## config.mk

```make
export PLATFORM = sky130hd
export DESIGN_NAME = low_variance_resampler_flat
export DESIGN_NICKNAME = d
export VERILOG_FILES = /design/src/sv/lvr_pkg.sv /design/src/sv/lvr_load_if.sv /design/src/sv/lvr_result_if.sv /design/src/sv/lvr_queue.sv /design/src/sv/lvr_front.sv /design/src/sv/lvr_back.sv /design/src/sv/low_variance_resampler.sv /design/src/flat_wrapper.sv
export SDC_FILE = /design/constraint.sdc
export NUM_CORES = 2
export LEC_CHECK = 0
export BUFFER_PORTS_ARGS = -buffer_cell sky130_fd_sc_hd__buf_2
export CAP_MARGIN = 20
export CELL_PAD_IN_SITES_DETAIL_PLACEMENT = 0
export CELL_PAD_IN_SITES_GLOBAL_PLACEMENT = 1
export CORE_AREA = 2 2 377 660
export DETAILED_ROUTE_END_ITERATION = 10
export DIE_AREA = 0 0 379 662
export PLACE_DENSITY = 0.72
export SYNTH_ARGS = -nofsm -noshare
export SYNTH_HDL_FRONTEND = slang
export SYNTH_HIERARCHICAL = 1
export SYNTH_SLANG_ARGS = --single-unit
export TNS_END_PERCENT = 30
```

## constraint.sdc

```tcl
create_clock -name clk -period 12.1 [get_ports clk]
set_input_delay 1.815 -clock clk [delete_from_list [all_inputs] [get_ports clk]]
set_output_delay 1.815 -clock clk [all_outputs]
set_load 0.02 [all_outputs]
```

## src/sv/lvr_pkg.sv

```systemverilog
`default_nettype none
package lvr_pkg;

    localparam int PARTICLES = 64;

    localparam int WEIGHT_W = 16;
    localparam int OFFSET_W = 16;
    localparam int INDEX_W  = 6;
    localparam int TOTAL_W  = 22;

    localparam int IDX_W    = (PARTICLES > 1) ? $clog2(PARTICLES) : 1;
    localparam int CNT_W    = $clog2(PARTICLES + 1);
    localparam int BANKS    = 2;
    localparam int DEPTH    = BANKS * (1 << IDX_W);
    localparam int ADDR_W   = IDX_W + 1;

    // pointer side: ((m << 16) + offset) * total, kept incrementally
    localparam int PTR_W    = CNT_W + OFFSET_W + TOTAL_W;
    // bin side: cum * n, compared after a shift by the fraction width
    localparam int CUMN_W   = TOTAL_W + CNT_W;

    typedef struct packed {
        logic [CNT_W-1:0]    n;
        logic [TOTAL_W-1:0]  total;
        logic [OFFSET_W-1:0] offset;
    } job_t;

    typedef struct packed {
        logic en;
        job_t job;
    } push_t;

    typedef struct packed {
        logic valid;
        logic full;
        logic bank;
        logic wr_bank;
        job_t job;
    } head_t;

    typedef struct packed {
        logic                en;
        logic [ADDR_W-1:0]   addr;
        logic [WEIGHT_W-1:0] data;
    } store_wr_t;

    typedef struct packed {
        logic busy;
        logic pop;
    } back_stat_t;

endpackage
`default_nettype wire

```

## src/sv/lvr_load_if.sv

```systemverilog
`default_nettype none
interface lvr_load_if;
    import lvr_pkg::*;

    logic                valid;
    logic                ready;
    logic [WEIGHT_W-1:0] weight;
    logic [OFFSET_W-1:0] offset;
    logic                last;

    modport source (output valid, output weight, output offset, output last, input ready);
    modport sink   (input valid, input weight, input offset, input last, output ready);
endinterface
`default_nettype wire

```

## src/sv/lvr_result_if.sv

```systemverilog
`default_nettype none
interface lvr_result_if;
    import lvr_pkg::*;

    logic               valid;
    logic               ready;
    logic [INDEX_W-1:0] index;
    logic               final_res;

    modport source (output valid, output index, output final_res, input ready);
    modport sink   (input valid, input index, input final_res, output ready);
endinterface
`default_nettype wire

```

## src/sv/lvr_queue.sv

```systemverilog
`default_nettype none
module lvr_queue (
    input  wire logic            clk,
    input  wire logic            rst_n,
    input  wire lvr_pkg::push_t  push,
    input  wire logic            pop,
    output lvr_pkg::head_t       head
);
    import lvr_pkg::*;

    // one entry per store bank: entry k describes the run held in bank k
    job_t       ent_reg [BANKS];
    logic [1:0] cnt_reg;
    logic [1:0] cnt_next;
    logic       wr_reg;
    logic       rd_reg;

    always_comb
    begin
        cnt_next = cnt_reg;
        if (push.en && !pop)
        begin
            cnt_next = cnt_reg + 2'd1;
        end
        else if (!push.en && pop)
        begin
            cnt_next = cnt_reg - 2'd1;
        end
    end

    always_ff @(posedge clk or negedge rst_n)
    begin
        if (!rst_n)
        begin
            cnt_reg <= 2'd0;
            wr_reg  <= 1'b0;
            rd_reg  <= 1'b0;
        end
        else
        begin
            cnt_reg <= cnt_next;
            if (push.en)
            begin
                wr_reg <= ~wr_reg;
            end
            if (pop)
            begin
                rd_reg <= ~rd_reg;
            end
        end
    end

    always_ff @(posedge clk)
    begin
        if (push.en)
        begin
            ent_reg[wr_reg] <= push.job;
        end
    end

    assign head.valid   = (cnt_reg != 2'd0);
    assign head.full    = (cnt_reg == 2'(BANKS));
    assign head.bank    = rd_reg;
    assign head.wr_bank = wr_reg;
    assign head.job     = ent_reg[rd_reg];

endmodule
`default_nettype wire

```

## src/sv/lvr_front.sv

```systemverilog
`default_nettype none
module lvr_front (
    input  wire logic           clk,
    input  wire logic           rst_n,
    lvr_load_if.sink            load,
    input  wire lvr_pkg::head_t head,
    output lvr_pkg::push_t      push,
    output lvr_pkg::store_wr_t  store_wr
);
    import lvr_pkg::*;

    logic [CNT_W-1:0]   count_reg;
    logic [CNT_W-1:0]   count_next;
    logic [TOTAL_W-1:0] total_reg;
    logic [TOTAL_W-1:0] total_next;
    logic               accept;
    logic               room;
    logic [CNT_W-1:0]   count_upd;
    logic [TOTAL_W-1:0] total_upd;

    // loading needs a free bank; the bank being filled is the queue's write slot
    assign load.ready = !head.full;
    assign accept     = load.valid && load.ready;
    assign room       = (count_reg < CNT_W'(PARTICLES));

    always_comb
    begin
        count_upd = count_reg;
        total_upd = total_reg;
        if (room)
        begin
            count_upd = count_reg + CNT_W'(1);
            total_upd = total_reg + TOTAL_W'(load.weight);
        end
    end

    always_comb
    begin
        count_next = count_reg;
        total_next = total_reg;
        if (accept)
        begin
            if (load.last)
            begin
                count_next = '0;
                total_next = '0;
            end
            else
            begin
                count_next = count_upd;
                total_next = total_upd;
            end
        end
    end

    always_ff @(posedge clk or negedge rst_n)
    begin
        if (!rst_n)
        begin
            count_reg <= '0;
            total_reg <= '0;
        end
        else
        begin
            count_reg <= count_next;
            total_reg <= total_next;
        end
    end

    assign store_wr.en   = accept && room;
    assign store_wr.addr = {head.wr_bank, count_reg[IDX_W-1:0]};
    assign store_wr.data = load.weight;

    assign push.en         = accept && load.last;
    assign push.job.n      = count_upd;
    assign push.job.total  = total_upd;
    assign push.job.offset = load.offset;

endmodule
`default_nettype wire

```

## src/sv/lvr_back.sv

```systemverilog
`default_nettype none
module lvr_back (
    input  wire logic               clk,
    input  wire logic               rst_n,
    input  wire lvr_pkg::head_t     head,
    input  wire lvr_pkg::store_wr_t store_wr,
    output lvr_pkg::back_stat_t     stat,
    lvr_result_if.source            result
);
    import lvr_pkg::*;

    typedef enum logic [1:0] {
        ST_IDLE,
        ST_PREP,
        ST_WALK
    } state_t;

    logic [WEIGHT_W-1:0] mem [DEPTH];
    logic [WEIGHT_W-1:0] rdata_reg;

    state_t              state_reg, state_next;
    logic [IDX_W-1:0]    m_reg, m_next;
    logic [IDX_W-1:0]    i_reg, i_next;
    logic [PTR_W-1:0]    ptr_reg, ptr_next;
    logic [CUMN_W-1:0]   cumn_reg, cumn_next;
    logic                out_valid_reg, out_valid_next;
    logic [INDEX_W-1:0]  out_index_reg, out_index_next;
    logic                out_final_reg, out_final_next;

    logic [CNT_W-1:0]    rd_idx;
    logic [ADDR_W-1:0]   rd_addr;
    logic [CNT_W-1:0]    i_plus1;
    logic [CNT_W-1:0]    m_plus1;
    logic                zero_total;
    logic                more;
    logic                advance;
    logic                out_free;
    logic                is_final;
    logic                pop;
    logic [WEIGHT_W+CNT_W-1:0] wn_prod;
    logic [OFFSET_W+TOTAL_W-1:0] start_prod;

    assign i_plus1    = {1'b0, i_reg} + CNT_W'(1);
    assign m_plus1    = {1'b0, m_reg} + CNT_W'(1);
    assign zero_total = (head.job.total == '0);
    assign more       = (i_plus1 < head.job.n);
    assign advance    = !zero_total && more && (ptr_reg > {cumn_reg, {OFFSET_W{1'b0}}});
    assign out_free   = !out_valid_reg || result.ready;
    assign is_final   = (m_plus1 == head.job.n);
    assign wn_prod    = rdata_reg * head.job.n;
    assign start_prod = head.job.offset * head.job.total;

    always_comb
    begin
        state_next     = state_reg;
        m_next         = m_reg;
        i_next         = i_reg;
        ptr_next       = ptr_reg;
        cumn_next      = cumn_reg;
        out_valid_next = out_valid_reg && !result.ready;
        out_index_next = out_index_reg;
        out_final_next = out_final_reg;
        rd_idx         = '0;
        pop            = 1'b0;
        case (state_reg)
            ST_IDLE:
            begin
                // read of weight 0 is already under way
                if (head.valid)
                begin
                    state_next = ST_PREP;
                end
            end
            ST_PREP:
            begin
                m_next     = '0;
                i_next     = '0;
                ptr_next   = PTR_W'(start_prod);
                cumn_next  = CUMN_W'(wn_prod);
                rd_idx     = CNT_W'(1);
                state_next = ST_WALK;
            end
            ST_WALK:
            begin
                // rdata_reg holds the weight of bin i+1
                if (advance)
                begin
                    i_next    = i_plus1[IDX_W-1:0];
                    cumn_next = cumn_reg + CUMN_W'(wn_prod);
                    rd_idx    = i_plus1 + CNT_W'(1);
                end
                else
                begin
                    rd_idx = i_plus1;
                    if (out_free)
                    begin
                        out_valid_next = 1'b1;
                        out_index_next = zero_total ? INDEX_W'(m_reg) : INDEX_W'(i_reg);
                        out_final_next = is_final;
                        m_next         = m_plus1[IDX_W-1:0];
                        ptr_next       = ptr_reg + PTR_W'({head.job.total, {OFFSET_W{1'b0}}});
                        if (is_final)
                        begin
                            pop        = 1'b1;
                            state_next = ST_IDLE;
                        end
                    end
                end
            end
            default:
            begin
                state_next = ST_IDLE;
            end
        endcase
    end

    assign rd_addr = {head.bank, rd_idx[IDX_W-1:0]};

    always_ff @(posedge clk or negedge rst_n)
    begin
        if (!rst_n)
        begin
            state_reg     <= ST_IDLE;
            out_valid_reg <= 1'b0;
        end
        else
        begin
            state_reg     <= state_next;
            out_valid_reg <= out_valid_next;
        end
    end

    always_ff @(posedge clk)
    begin
        m_reg         <= m_next;
        i_reg         <= i_next;
        ptr_reg       <= ptr_next;
        cumn_reg      <= cumn_next;
        out_index_reg <= out_index_next;
        out_final_reg <= out_final_next;
    end

    always_ff @(posedge clk)
    begin
        if (store_wr.en)
        begin
            mem[store_wr.addr] <= store_wr.data;
        end
        rdata_reg <= mem[rd_addr];
    end

    assign stat.busy = (state_reg != ST_IDLE);
    assign stat.pop  = pop;

    assign result.valid     = out_valid_reg;
    assign result.index     = out_index_reg;
    assign result.final_res = out_final_reg;

endmodule
`default_nettype wire

```

## src/sv/low_variance_resampler.sv

```systemverilog
`default_nettype none
// channel  | role | handshake     | payload
// ---------+------+---------------+-------------------------------
// load     | sink | valid / ready | weight[15:0] offset[15:0] last
// result   | src  | valid / ready | index[5:0] final_res
//
// A weight beat is written to the store in the cycle it is accepted. A run
// marked last is walked one compare and add per cycle in the walker while
// result is not stalled, limited by its single store read port.
// Two store banks let the next run load while the current one is walked;
// load.ready drops only while both banks hold runs. result holds while
// stalled. Reset clears counts, totals and the run queue; no clearing pass.
module low_variance_resampler (
    input  wire logic    clk,
    input  wire logic    rst_n,
    lvr_load_if.sink     load,
    lvr_result_if.source result
);
    import lvr_pkg::*;

    push_t      push;
    head_t      head;
    store_wr_t  store_wr;
    back_stat_t stat;

    lvr_front u_front (
        .clk      (clk),
        .rst_n    (rst_n),
        .load     (load),
        .head     (head),
        .push     (push),
        .store_wr (store_wr)
    );

    lvr_queue u_queue (
        .clk   (clk),
        .rst_n (rst_n),
        .push  (push),
        .pop   (stat.pop),
        .head  (head)
    );

    lvr_back u_back (
        .clk      (clk),
        .rst_n    (rst_n),
        .head     (head),
        .store_wr (store_wr),
        .stat     (stat),
        .result   (result)
    );

    a_busy_has_job: assert property (@(posedge clk) disable iff (!rst_n)
        stat.busy |-> head.valid)
        else $error("walker busy without a queued run");

    a_no_push_full: assert property (@(posedge clk) disable iff (!rst_n)
        push.en |-> !head.full)
        else $error("run pushed into a full queue");

    a_write_free_bank: assert property (@(posedge clk) disable iff (!rst_n)
        (store_wr.en && head.valid) |-> (store_wr.addr[ADDR_W-1] != head.bank))
        else $error("load wrote the bank under walk");

    a_final_pops: assert property (@(posedge clk) disable iff (!rst_n)
        stat.pop |=> (result.valid && result.final_res))
        else $error("run retired without a final beat");

endmodule
`default_nettype wire
```

## src/flat_wrapper.sv

```systemverilog
// flat-port wrapper written by rule: the top's interface ports become plain ports
module low_variance_resampler_flat import lvr_pkg::*;
  (clk, rst_n, load_valid, load_weight, load_offset, load_last, load_ready, result_valid, result_index, result_final_res, result_ready);
  lvr_load_if load_i ();
  lvr_result_if result_i ();
  input  wire logic clk;
  input  wire logic rst_n;
  input wire logic [$bits(load_i.valid)-1:0] load_valid;
  input wire logic [$bits(load_i.weight)-1:0] load_weight;
  input wire logic [$bits(load_i.offset)-1:0] load_offset;
  input wire logic [$bits(load_i.last)-1:0] load_last;
  output wire logic [$bits(load_i.ready)-1:0] load_ready;
  output wire logic [$bits(result_i.valid)-1:0] result_valid;
  output wire logic [$bits(result_i.index)-1:0] result_index;
  output wire logic [$bits(result_i.final_res)-1:0] result_final_res;
  input wire logic [$bits(result_i.ready)-1:0] result_ready;
  assign load_i.valid = load_valid;
  assign load_i.weight = load_weight;
  assign load_i.offset = load_offset;
  assign load_i.last = load_last;
  assign load_ready = load_i.ready;
  assign result_valid = result_i.valid;
  assign result_index = result_i.index;
  assign result_final_res = result_i.final_res;
  assign result_i.ready = result_ready;
  low_variance_resampler u_core (.clk(clk), .rst_n(rst_n), .load(load_i), .result(result_i));
endmodule
```

After elaboration in Yosys (flattened, before gate mapping)
Memories as Yosys holds them, arrays and structs flattened. A register that Yosys moved wholly into a read port is not among the register bits.
Cells that the tools add are included.
Widths: inputs -> output; s select.
{"block": "word_totals", "register_bits": 129, "ram_bits": 2138, "input_bits": 37, "elab_cells": 100, "mem_count": 2}
{"block": "op_classes", "addsub": 9, "mul": 2, "magnitude_cmp": 3, "n_eq_ne": 9, "muxes": 35, "n_bitwise": 3, "reduce_logical": 24}
{"name": "u_core.u_back.mem", "depth": 128, "word_bits": 16, "rd": 1, "rd_clocked_by_memory_dff": 1, "write_ports": 1, "line_no": "lvr_back.sv:18", "source": "logic [WEIGHT_W-1:0] mem [DEPTH];"}
{"name": "u_core.u_queue.ent_reg", "depth": 2, "word_bits": 45, "rd": 1, "rd_clocked_by_memory_dff": 0, "write_ports": 1, "line_no": "lvr_queue.sv:12", "source": "job_t ent_reg [BANKS];"}
{"cell": "$mux 45", "n": 2}
{"cell": "$pmux 45 s2", "n": 1}
{"cell": "$pmux 29 s2", "n": 1}
{"cell": "$add 45x38->45", "n": 1}
{"cell": "$gt 45x45->1", "n": 1}
{"cell": "$mux 22", "n": 2}
{"cell": "$mul 16x22->38", "n": 1}
{"cell": "$pmux 6 s2", "n": 3}
{"cell": "$mux 6", "n": 5}
{"cell": "$add 29x23->29", "n": 1}
{"cell": "$mux 29", "n": 1}
{"cell": "$mul 16x7->23", "n": 1}
{"cell": "$add 22x16->22", "n": 1}
{"cell": "$logic_not 22->1", "n": 1}
{"cell": "$add 6x1->7 const B", "n": 2}
{"cell": "$mux 7", "n": 2}
{"cell": "$mux 2", "n": 6}
{"cell": "$mux 1", "n": 11}
{"cell": "$logic_and 1x1->1", "n": 8}
{"cell": "$ne 2x2->1 const B", "n": 4}
{"cell": "$add 7x1->7 const B", "n": 1}
{"cell": "$eq 7x7->1", "n": 1}
{"cell": "$lt 7x7->1", "n": 1}
{"cell": "$lt 7x7->1 const B", "n": 1}
{"cell": "15 further kinds", "n": 26}

Longest topological paths before layout
An unclocked memory read counts as a cell.
{"block": "depth", "ltp_word": 10, "mapped_depth": 32, "ltp_nobuf": 29}

Hierarchy
The synthesis kept the hierarchy.
{"mod": "lvr_back", "n_inst": 1, "cells_per_inst": 8286, "area_per_inst_um2": 103691.9, "seq_area_each_um2": 64687.0}
{"mod": "lvr_queue", "n_inst": 1, "cells_per_inst": 158, "area_per_inst_um2": 3651.0, "seq_area_each_um2": 2802.7}
{"mod": "lvr_front", "n_inst": 1, "cells_per_inst": 328, "area_per_inst_um2": 2716.4, "seq_area_each_um2": 725.7}

Least setup slack after synthesis
No wires, ideal clock.
{"block": "synth_timing", "kind": "reg-to-reg", "start": "register u_core.u_queue.rd_reg", "end": "register u_core.u_back.ptr_reg[37], data pin", "setup_ps": 259, "t_arrival_ps": 7512, "setup_slack_ps": 4329, "stages_incl_launch_ff": 32, "n_path_buf": 4, "synth_period_minus_slack_ps": 7771, "cell_sequence": "dfrtp_1 > buf_6 > buf_12 > mux2_4 > clkbuf_1 > clkbuf_1 > nand2_1 > fa_1 > inv_1 > fa_1 > inv_1 > fa_1 > inv_1 > fa_1 > inv_1 > fa_1 > fa_1 > inv_1 > ha_1 > a21o_1 > a21o_1 > a21o_1 > a21oi_1 > o21bai_1 > a2111oi_0 > nor4b_1 > a311o_1 > a41o_1 > o21ai_1 > o21ai_0 > mux2_2 > o31a_1"}
{"item": "from (decl)", "line_no": "lvr_queue.sv:16", "source": "logic rd_reg;"}
{"item": "from (signal assigned)", "line_no": "lvr_queue.sv:48", "source": "rd_reg <= ~rd_reg;"}
{"item": "to (signal assigned)", "line_no": "lvr_back.sv:137", "source": "ptr_reg <= ptr_next;"}
{"item": "to (decl)", "line_no": "lvr_back.sv:24", "source": "logic [PTR_W-1:0] ptr_reg, ptr_next;"}

==> out/metrics.cfg <==
[grt]
antenna_found_initial=15
grt_use_total_pct=28.3
grt_overflow=0
grt_pass1_vias=72500
grt_max_degree=128
grt_pass1_wl_um=510000

[yosys]
synth_top_family_by_area=simple AND/OR/NAND/NOR gates
synth.area.top_cells=edfxtp_1 (61%), nand2_1 (6.4%), fa_1 (6.4%)
syn_inst=8772
synth_warnings=6
muxShareOfSynthArea_pct=3.53
synth.yosys.seq_area_share_pct=62.0
synth_fa_ha_area_share_pct=9.29
ys_ff_latch=2283
synth.top_cell.area_share_pct=60.9
synthSimpleGateAreaFrac_pct=13.6
syn_nets=9416
synth.avg_cell_area_um2=12.5
async_flop_share_pct=1.58
ys.flop_type=edfxtp_1
netlist_area_mm2=0.110
synth_xor_area_share_pct=1.07
yosysTopAreaCell=edfxtp_1
synthDistinctLibCells=104
synth-compound-area-share_pct=6.47
synth_edf_count=2231

[sta]
finalSetupTns_ns=0
final-setup-viol-count=0
relSlewSlack_pct=12.3
tightest_slew_ns=1.31
grt_setup_unrepaired=no
drv_slew=0
fmax_mhz=108
finalHoldViolCount=0
fin_skew_ns=0.0338
finalCritPeriodShare_pct=76.3
fin_crit_ns=9.24

[place]
dp_cells=11800
dpl.hpwl_um=231000
routabilityCongestion=0.940
port_buffers=45

[setup_path]
path_class=register to register
crit_fanout=31
arrival_ns=9.85
cpMostUsedCell=fa_1
crit_buf_inv=4
required_ns=12.72
path_delay_family=adder cells
setup.worst_path.end_class=register
slowest_stage=dfrtp_4
cp_slowest_stage_delay_ns=0.85
startpoint_type=register

[floorplan]
fp.dieH_um=662
core_area_mm2=0.245
ios=46
initial_core_util_pct=44.8
die_w_um=379
rows=241
die-area_mm2=0.251

[clock_tree]
clk_latency_ns=0.89
cts_resized=0
cts_buffer_depth=4
cts_made_buffers=202
cts_setup_buffers=0
clkTransAtPathRegs_ns=0.07
cts_max_level=4
cts_tree=yes
cts-root-buf=clkbuf_16
cts_hold_buf=0
cts.sinks=2283

[cells_and_area]
layout_commonest_cell=edfxtp_1
stdcell_count=12200
final_net_count=9416
areaGrowthSynthToFinish_pct=9.72
drive_above_1_share_pct=8.73
largest_reg_flops=2048
layout_common_cells=edfxtp_1 (2,231), nand2_1 (1,885), nand3_1 (660)

[routing]
viasPerCell=5.96
post_drt_wl_per_cell_um=29.4
via_count=72800
firstDrtPassIters=6
drc=0
route.final.wire_length_um=359000
ant_nets=0
first_iter_violations=7160

[flow_run]
cap_viol_max_count=0

[status]
outcome=finished clean

[hold_path]
min_path_type=register to register

## per-stage QoR
step / util, % / setup slack (ns) / hold WS, ns / area (um^2)
final: 49.2 / 2.86 / 0.491 / 121000
after global routing: 49.2 / 2.32 / 0.513 / 121000
after CTS: 49.2 / 2.82 / 0.496 / 121000
after detailed placement: 46.6 / 2.84 / 0.483 / 114000
after global placement: 46.6 / 2.87 / 0.468 / 114000
after floorplan: - / 4.33 / 0.447 / 110000
## layer usage
layer / wire [um] / share of wire [%] / vias up / global-route usage [%]
met2: 179000 / 50 / 3296 / 49.2
li1: - / - / 31500 / -
met5: 27 / 0.0075 / - / 0
met4: 35100 / 9.8 / 4 / 23.0
met1: 121000 / 34 / 37000 / 31.0
met3: 23900 / 6.7 / 1042 / 3.52
## Yosys cell counts, types with 115 or more instances
cell type and instances:
a21oi_1 202, a221oi_1 115, and2_1 198, buf_2 188
clkbuf_1 197, edfxtp_1 2231, fa_1 350, ha_1 257
inv_1 493, mux2i_1 293, nand2_1 1888, nand3_1 660
nor2_1 250
## layout make-up
class                      instances  area, um^2
fill                           21500      125000
inverter                         494        1850
antenna                            6        15.0
sequential                      2283       68200
clock buffer                     242        5220
timing repair buffer             321        2560
tap                             3280        4100
clock inverter                   117        1160
multi-input combinational       5470       37600
## final timing paths
check,slack (ns),startpoint,to,depth (start not counted)
max,2.86,u_core/u_queue/rd_reg,u_core/u_back/ptr_reg[37],25
min,0.49,u_core/u_queue/cnt_reg[1],u_core/u_queue/cnt_reg[1],1
max reg2reg,2.86,u_core/u_queue/rd_reg,u_core/u_back/ptr_reg[37],25
min reg2reg,0.49,u_core/u_queue/cnt_reg[1],u_core/u_queue/cnt_reg[1],1
max in group asynchronous,10.49,rst_n,u_core/u_queue/rd_reg,2
min in group asynchronous,1.08,rst_n,u_core/u_front/total_reg[11],2
## kinds of logic after synthesis
logic type / count (synthesis)
adder cells (fa/ha/maj): 607
multiplexers: 364
AND/OR/NAND/NOR: 3366
buffers and inverters: 1019
AO/OA/AOI/OAI: 999
flip-flops: 2283
XOR/XNOR: 134
Power is not shown: default switching activity piles up to over one toggle a cycle in this logic, so the estimate is an artifact.
